[src/rtl/ppat_pkg.sv]
// Package: types, constants and helpers for the plot point affine transform
package ppat_pkg;
	localparam int COORD_BITS = 16;
	localparam int ADDR_BITS = 6;
	// largest and smallest result coordinate
	localparam logic signed [63:0] COORD_MAX = (64'sd1 <<< (COORD_BITS - 1)) - 64'sd1;
	localparam logic signed [63:0] COORD_MIN = -COORD_MAX - 64'sd1;
	// square root steps: one per even bit of a 35-bit sum of squares
	localparam int ROOT_STEPS = 18;

	localparam logic [1:0] OP_POINT2D = 2'd0;
	localparam logic [1:0] OP_POINT3D = 2'd1;
	localparam logic [1:0] OP_SPACE2D = 2'd2;
	localparam logic [1:0] OP_SPACE3D = 2'd3;

	localparam logic [2:0] REG_ROT_X = 3'd0;
	localparam logic [2:0] REG_ROT_Y = 3'd1;
	localparam logic [2:0] REG_ROT_Z = 3'd2;
	localparam logic [2:0] REG_TRANS = 3'd3;
	localparam logic [2:0] REG_SCALE = 3'd4;
	localparam logic [2:0] REG_MODE = 3'd5;

	typedef struct packed {
		logic [1:0] opcode;
		logic signed [15:0] first_x;
		logic signed [15:0] first_y;
		logic signed [15:0] first_z;
		logic signed [15:0] second_x;
		logic signed [15:0] second_y;
		logic signed [15:0] second_z;
	} req_t;

	typedef struct packed {
		logic is_box;
		logic signed [15:0] res_ax;
		logic signed [15:0] res_ay;
		logic signed [15:0] res_az;
		logic signed [15:0] res_bx;
		logic signed [15:0] res_by;
		logic signed [15:0] res_bz;
		logic clipped;
	} res_t;

	typedef struct packed {
		logic [53:0] rot_x;
		logic [53:0] rot_y;
		logic [53:0] rot_z;
		logic [62:0] trans;
		logic signed [31:0] scale;
		logic [1:0] mode;
	} cfg_t;

	// datapath operations requested by the controller
	typedef enum logic [3:0] {
		DP_NOP, DP_LOAD, DP_PASS, DP_ARM, DP_CENTER, DP_PROD, DP_ROW_DONE, DP_SUMSQ,
		DP_SQRT_STEP, DP_BOX_DONE
	} dp_op_t;

	typedef struct packed {
		dp_op_t op;
		logic [1:0] j;
		logic [1:0] k;
	} dp_cmd_t;

	typedef struct packed {
		logic is_box;
		logic model;
	} dp_sts_t;
endpackage

[src/rtl/ppat_ctrl.sv]
// Controller: sequences datapath operations for one request at a time
module ppat_ctrl (
	input logic clk,
	input logic arst_n,
	input logic in_valid,
	output logic in_stall,
	output logic out_valid,
	input logic out_stall,
	input ppat_pkg::dp_sts_t sts,
	output ppat_pkg::dp_cmd_t cmd
);
	typedef enum logic [2:0] {
		S_IDLE, S_DECODE, S_CENTER, S_ROW, S_SUMSQ, S_ROOT, S_FINISH, S_OUT
	} state_t;

	state_t state_q;
	logic [1:0] j_q;
	logic [1:0] k_q;
	logic [4:0] cnt_q;
	logic out_valid_q;

	assign in_stall = (state_q != S_IDLE);
	assign out_valid = out_valid_q;

	// issue the command for the current step
	always_comb begin
		cmd.op = ppat_pkg::DP_NOP;
		cmd.j = j_q;
		cmd.k = k_q;
		unique case (state_q)
			S_IDLE: if (in_valid) cmd.op = ppat_pkg::DP_LOAD;
			S_DECODE: begin
				if (sts.is_box) cmd.op = sts.model ? ppat_pkg::DP_ARM : ppat_pkg::DP_PASS;
			end
			S_CENTER: cmd.op = ppat_pkg::DP_CENTER;
			S_ROW: cmd.op = (k_q == 2'd3) ? ppat_pkg::DP_ROW_DONE : ppat_pkg::DP_PROD;
			S_SUMSQ: cmd.op = ppat_pkg::DP_SUMSQ;
			S_ROOT: cmd.op = ppat_pkg::DP_SQRT_STEP;
			S_FINISH: cmd.op = ppat_pkg::DP_BOX_DONE;
			S_OUT: cmd.op = ppat_pkg::DP_NOP;
		endcase
	end

	// advance state and hold the output valid
	always_ff @(posedge clk or negedge arst_n) begin
		if (!arst_n) begin
			state_q <= S_IDLE;
			j_q <= '0;
			k_q <= '0;
			cnt_q <= '0;
			out_valid_q <= 1'b0;
		end else begin
			unique case (state_q)
				S_IDLE: if (in_valid) begin
					state_q <= S_DECODE;
					j_q <= '0;
					k_q <= '0;
					cnt_q <= '0;
				end
				S_DECODE: begin
					if (sts.is_box && !sts.model) begin
						state_q <= S_OUT;
						out_valid_q <= 1'b1;
					end else if (sts.is_box) state_q <= S_SUMSQ;
					else state_q <= S_CENTER;
				end
				S_CENTER: begin
					if (k_q == 2'd2) begin
						k_q <= '0;
						state_q <= S_ROW;
					end else k_q <= k_q + 2'd1;
				end
				S_ROW: begin
					if (k_q == 2'd3) begin
						k_q <= '0;
						if (j_q == 2'd2) begin
							state_q <= S_OUT;
							out_valid_q <= 1'b1;
						end else j_q <= j_q + 2'd1;
					end else k_q <= k_q + 2'd1;
				end
				S_SUMSQ: begin
					if (k_q == 2'd2) begin
						k_q <= '0;
						state_q <= S_ROOT;
					end else k_q <= k_q + 2'd1;
				end
				S_ROOT: begin
					if (cnt_q == 5'(ppat_pkg::ROOT_STEPS - 1)) state_q <= S_FINISH;
					else cnt_q <= cnt_q + 5'd1;
				end
				S_FINISH: begin
					state_q <= S_OUT;
					out_valid_q <= 1'b1;
				end
				S_OUT: if (!out_stall) begin
					out_valid_q <= 1'b0;
					state_q <= S_IDLE;
				end
			endcase
		end
	end
endmodule

[config.mk]
export PLATFORM = sky130hd
export DESIGN_NAME = ppat_ctrl
export DESIGN_NICKNAME = d
export VERILOG_FILES = /design/src/rtl/ppat_pkg.sv /design/src/rtl/ppat_ctrl.sv
export SDC_FILE = /design/constraint.sdc
export NUM_CORES = 1
export LEC_CHECK = 0
export BUFFER_PORTS_ARGS = -buffer_cell sky130_fd_sc_hd__buf_4
export CAP_MARGIN = 5
export CORE_ASPECT_RATIO = 1.4
export CORE_MARGIN = 4
export CORE_UTILIZATION = 45
export DETAILED_ROUTE_END_ITERATION = 7
export HOLD_SLACK_MARGIN = 0.08
export PLACE_DENSITY_LB_ADDON = 0.12
export REMOVE_ABC_BUFFERS = 1
export SYNTH_ARGS = -nofsm -noshare
export SYNTH_HDL_FRONTEND = slang
export SYNTH_SLANG_ARGS = --single-unit
[constraint.sdc]
create_clock -name clk -period 1.9 [get_ports clk]
set_clock_uncertainty 0.15 [all_clocks]
set_input_delay 0.095 -clock clk [delete_from_list [all_inputs] [get_ports clk]]
set_output_delay 0.095 -clock clk [all_outputs]
set_load 0.01 [all_outputs]
==> qor.csv, run 1 <==
metric,value,unit
critPathMaxFanout,6,
tns,0,ns
synth_cell_types,42,
muxShareOfSynthArea,9.33,%
avgSynthCellArea,9.30,um2
synth_area_leaders,"dfrtp_1 (31%), ha_1 (8.3%), nand2_1 (5.0%)",
die_x,49.0,um
yosysSeqAreaShare,30.7,%
synth_top_family_by_area,simple AND/OR/NAND/NOR gates,
drc,0,
clock_latency,0.27,ns
die_h,65.4,um
num-fill-cells,211,
drtIter0Drc,19,
grt_pass1_wl,3950,um
r2r_slack,0.24,ns
gp_congestion,0.832,
antenna_cells,0,
yosys.area.top_type,dfrtp_1,
holdCritStartpoint,in_valid,
reg2reg_from,j_q[0],
wl_per_cell,13.9,um
place_inst,150,
rsz0062_at_grt,no,
synth.most_common_cell,nand2_1,
cp-start-kind,flop,
io_pins,16,
dp_hpwl,1680,um
cts_buffers,3,
synthAdderAreaFrac,8.26,%
antenna_found_initial,0,
nets,151,
synth_common_cells,"nand2_1 (14), dfrtp_1 (13), o21ai_0 (8)",
tightestPinTransition,0.626,ns
die-area,3210,um2
rr_endpoint,j_q[1],
hold_viol,0,
slew_violations,0,
synth-compound-area-share,20.0,%
leakage,0.584,nW
final_antenna_net_count,0,
fin_util,57.2,%
portBuffers,15,
cts_tree,done,
setup_viol,0,
clockBufferDepth,2,
arrival,1.56,ns
rr_worst_depth,5,
gr-total-overflow,0,
synth_xor_area_share,1.65,%
drive_above_1_share,27.7,%
drv_cap,0,
peakVddDrop,0.735,mV
crit_type,flop to primary output,
synth-simple-area-share,22.6,%
min-delay-path-class,input port to flop,
cts_root_buffer,clkbuf_4,
slew-limit-headroom,58.2,%
synthArstFlopShare,100,%
grt_pass1_vias,837,
coreArea,2200,um2
ys_ff_latch,13,
cp-end-kind,primary output,
rows,20,
fin_crit,1.80,ns
htreeDepth,1,
grt_max_degree,14,
synth_edf_count,0,
area_delta_synth_final,18.9,%
path_clk_slew,0.09,ns
yosys_warnings,0,
power_density,1620,nW/um2
hold_depth,4,
crit_required,1.65,ns
wl,2220,um
synth_ff_type,dfrtp_1,
start_util,48.1,%
max_freq,556,MHz
dr_total_vias,901,
status,"complete, no violations",
grt_util_all_layers,15.2,%
synth_top_area_share,30.7,%
finalCritPeriodShare,94.7,%
min_to,cnt_q[3],
drt_first_pass_iters,5,
syn_inst,114,
viasPerCell,5.67,
instances_no_fill,159,
syn_area,1060,um2
cts.sinks,13,
-- worst max path at each step --
stage / startpoint / endpoint / depth (start not counted)
6_report: k_q[0] / cmd[4] / 4
5_1_grt: k_q[0] / cmd[4] / 4
4_1_cts: k_q[0] / cmd[4] / 4
3_5_place_dp: k_q[1] / j_q[1] / 4
3_3_place_gp: k_q[1] / j_q[1] / 4
2_1_floorplan: state_q[1] / j_q[1] / 3
-- placed cells by master (no fill, tap or decap), drive strengths merged --
master,synthesis,final
nor3,2,2
mux2,4,4
nand4b,1,1
nand3,6,6
mux2i,5,5
a32oi,1,1
ha,7,7
o311ai,2,2
a21boi,1,1
nor2b,4,4
xnor2,2,2
inv,6,6
nand2,15,15
nor2,9,9
o21ai,11,11
buf,6,20
nand3b,1,1
a211oi,1,1
clkbuf,0,4
dfrtp,13,13
o31ai,2,2
a31oi,1,1
o22ai,2,2
a21o,1,1
o211ai,1,1
o21a,1,1
and4bb,1,1
dlygate4sd3,0,5
nand2b,2,2
o2111ai,1,1
a21oi,5,5
-- worst max-delay path: stages (launching register included) --
cell     delay [ns]
dfrtp_1        0.45
ha_2           0.26
mux2_2         0.28
o22ai_1        0.15
buf_4          0.14
-- logic make-up (layout without fill, tap and decap cells) --
logic type / Yosys count / count (layout)
flip-flops: 13 / 13
AO/OA/AOI/OAI: 30 / 30
adder cells (fa/ha/maj): 7 / 7
buffers and inverters: 12 / 35
AND/OR/NAND/NOR: 41 / 41
XOR/XNOR: 2 / 2
multiplexers: 9 / 9
-- through the flow --
stage	total power [mW]	worst slack, ns	instance area (um2)	hold WS (ns)
detailed placement	1.87	0.186	1180	-0.196
finish	2.04	0.0999	1260	0.0883
CTS	2.05	0.0301	1260	0.0884
global route	2.25	0.0245	1260	0.129
global placement	1.85	0.225	1180	-0.199
floorplan	1.41	0.143	1000	-0.351
-- report_power, final --
group          internal (mW)  total (mW)  switching [mW]
registers              0.406       0.609           0.202
logic                  0.620        1.26           0.638
clock network         0.0813       0.173          0.0921
-- sequential cells by signal, summed over array words and instances (netlist names) --
signal     count
k_q            2
j_q            2
state_q        3
out_valid      1
cnt_q          5
-- routing by layer --
metal  up-vias  track usage [%]  wire length, um
li1        450                -                -
met1       428             19.7             1000
met2        21             25.7             1100
met3         2             2.04              100
met4         0             5.05               19
met5         -                0                0
-- timing repair --
| action | in CTS | in global routing |
|---|---|---|
| setup buffers | 0 | 0 |
| gates resized for setup | 0 | 2 |
| hold buffers | 5 | 0 |
| endpoints found under the setup margin | 0 | 2 |
| hold endpoints to repair | 16 | 0 |
-- final cells by class --
| class | instances | area (um2) | share of cell area [%] |
|---|---|---|---|
| clock buffer | 4 | 26.3 | 2.09 |
| inverter | 6 | 22.5 | 1.79 |
| timing repair buffer | 25 | 200 | 15.9 |
| sequential | 13 | 327 | 25.9 |
| tap | 22 | 27.5 | 2.18 |
| multi-input combinational | 89 | 657 | 52.1 |
No activity file was read; power rests on OpenSTA's default activity.
==> run 2, diff against run 1 <==
--- a/config.mk
+++ b/config.mk
@@ -9,7 +9,7 @@
 export CAP_MARGIN = 5
 export CORE_ASPECT_RATIO = 1.4
 export CORE_MARGIN = 4
-export CORE_UTILIZATION = 45
+export CORE_UTILIZATION = 50
 export DETAILED_ROUTE_END_ITERATION = 7
 export HOLD_SLACK_MARGIN = 0.08
 export PLACE_DENSITY_LB_ADDON = 0.12
==> run 2 against run 1 <==
  * Via count is 2.2% lower
  * Combinational power is essentially flat
  * Critical path depth is the same
  * Clock-buffer cell count unchanged
  * Critical path type unchanged
  * Register-to-register slack worse by 0.04 ns
  * Sequential cell count stayed put
  * Largest cell class unchanged
  * Routed wire length increased by 5.6%
  * Core utilization up 5.5 points
  * Critical endpoint unchanged
  * Setup slack better by 0.00071 ns
  * Global-route usage up 2.6 points
  * Largest power group unchanged
  * Cell count is 1.3% lower
==> qor.csv, run 2 (synthesized netlist as in run 1, its figures left out) <==
metric,value,unit
top_register,cnt_q,
cts_buffers,3,
antenna_cells,0,
fin_util,62.7,%
clockBufferDepth,2,
dpl_cell_area,1170,um2
largest_reg_flops,5,
crit_required,1.65,ns
min_to,cnt_q[0],
grt_pass1_vias,877,
path_clk_slew,0.09,ns
hold_depth,4,
portBuffers,15,
cp-end-kind,primary output,
hold_viol,0,
peakVddDrop,0.954,mV
viasPerCell,5.61,
clock_latency,0.27,ns
setup_viol,0,
grt_max_degree,14,
final_common_cell,buf_4,
rr_endpoint,state_q[0],
die_x,46.9,um
layout_common_cells,"buf_4 (19), nand2_1 (14), dfrtp_1 (11), o21ai_0 (8), nor2_1 (7)",
drtIter0Drc,28,
gp_congestion,0.846,
power_density,1630,nW/um2
finalInstanceArea,1250,um2
rsz0062_at_grt,no,
wl_per_cell,14.9,um
slew-limit-headroom,58.2,%
timing.hold.ws,0.0822,ns
wl,2340,um
coreArea,2000,um2
rr_worst_depth,6,
drive_above_1_share,27.9,%
drv_cap,0,
finalCritPeriodShare,94.7,%
place_ws,0.176,ns
area_delta_synth_final,18.2,%
drc,0,
tightestPinTransition,0.625,ns
place_inst,148,
holdCritStartpoint,in_valid,
antenna_found_initial,0,
crit_type,flop to primary output,
drt_first_pass_iters,4,
total_power,2.05,mW
crit_chain,"ha_2, mux2_2, o22ai_1, buf_4",
grt_util_all_layers,17.8,%
min-delay-path-class,input port to flop,
r2r_slack,0.20,ns
cts_tree,done,
instances_no_fill,157,
top_regs,"cnt_q (5), state_q (3)",
worst_path_largest_cell_delay,0.45,ns
critPathSlowestCell,dfrtp_1,
dr_total_vias,881,
start_util,53.1,%
io_pins,16,
die-area,2930,um2
slew_violations,0,
fin_crit,1.80,ns
nets,150,
dp_hpwl,1720,um
htreeDepth,1,
fin_ws,0.101,ns
tns,0,ns
critPathMaxFanout,6,
reg2reg_from,k_q[0],
cp-start-kind,flop,
rows,19,
leakage,0.579,nW
gr-total-overflow,0,
die_h,62.5,um
final_antenna_net_count,0,
max_freq,556,MHz
arrival,1.55,ns
cts.sinks,13,
cts_root_buffer,clkbuf_4,
status,"complete, no violations",
grt_pass1_wl,3960,um
==> run 2: cell types whose count changed in the layout (fill, tap and decap cells not counted), sizes merged <==
| cell | change |
|---|---|
| buf | -1 |
==> run 2: area by class of cell <==
class                           instances  area (um2)
Fill cell                             191         744
Multi-Input combinational cell         89         657
Sequential cell                        13         328
Timing Repair Buffer                   24         193
Clock buffer                            4        26.3
Tap cell                               21        26.3
Inverter                                6        22.5
==> run 2: worst max path at each step <==
| stage | from | to | cells past startpoint |
|---|---|---|---|
| after floorplan | state_q[1] | j_q[1] | 3 |
| after global routing | k_q[1] | cmd[4] | 4 |
| after global placement | k_q[1] | j_q[1] | 4 |
| after CTS | k_q[0] | cmd[4] | 4 |
| after detailed placement | k_q[1] | j_q[1] | 4 |
| final | k_q[0] | cmd[4] | 4 |
==> run 2: layer usage <==
| metal | part of all wire, % | routed length, um | track usage, % |
|---|---|---|---|
| met1 | 43 | 1010 | 22.8 |
| met2 | 52 | 1220 | 29.9 |
| met3 | 4.0 | 93 | 2.59 |
| met4 | 0.73 | 17 | 4.15 |
| met5 | 0 | 0 | 0 |
==> run 2: power breakdown <==
part	internal, mW	switching (mW)
clock	0.0811	0.0933
combinational	0.609	0.631
sequential	0.408	0.223
total	1.10	0.947
==> run 2: critical path, delay by kind of cell (launching register included) <==
kind | cells | cell delay [ns]
adder cells (fa/ha/maj) | 1 | 0.27
buffers and inverters | 1 | 0.14
flip-flops | 1 | 0.45
AO/OA/AOI/OAI | 1 | 0.15
multiplexers | 1 | 0.27
==> run 2: what timing repair did <==
| item | CTS | global route |
|---|---|---|
| endpoints found under the setup margin | 0 | 2 |
| hold buffers | 5 | 0 |
| hold endpoints to repair | 16 | 0 |
| gates resized for setup | 0 | 3 |
| setup buffers | 0 | 0 |
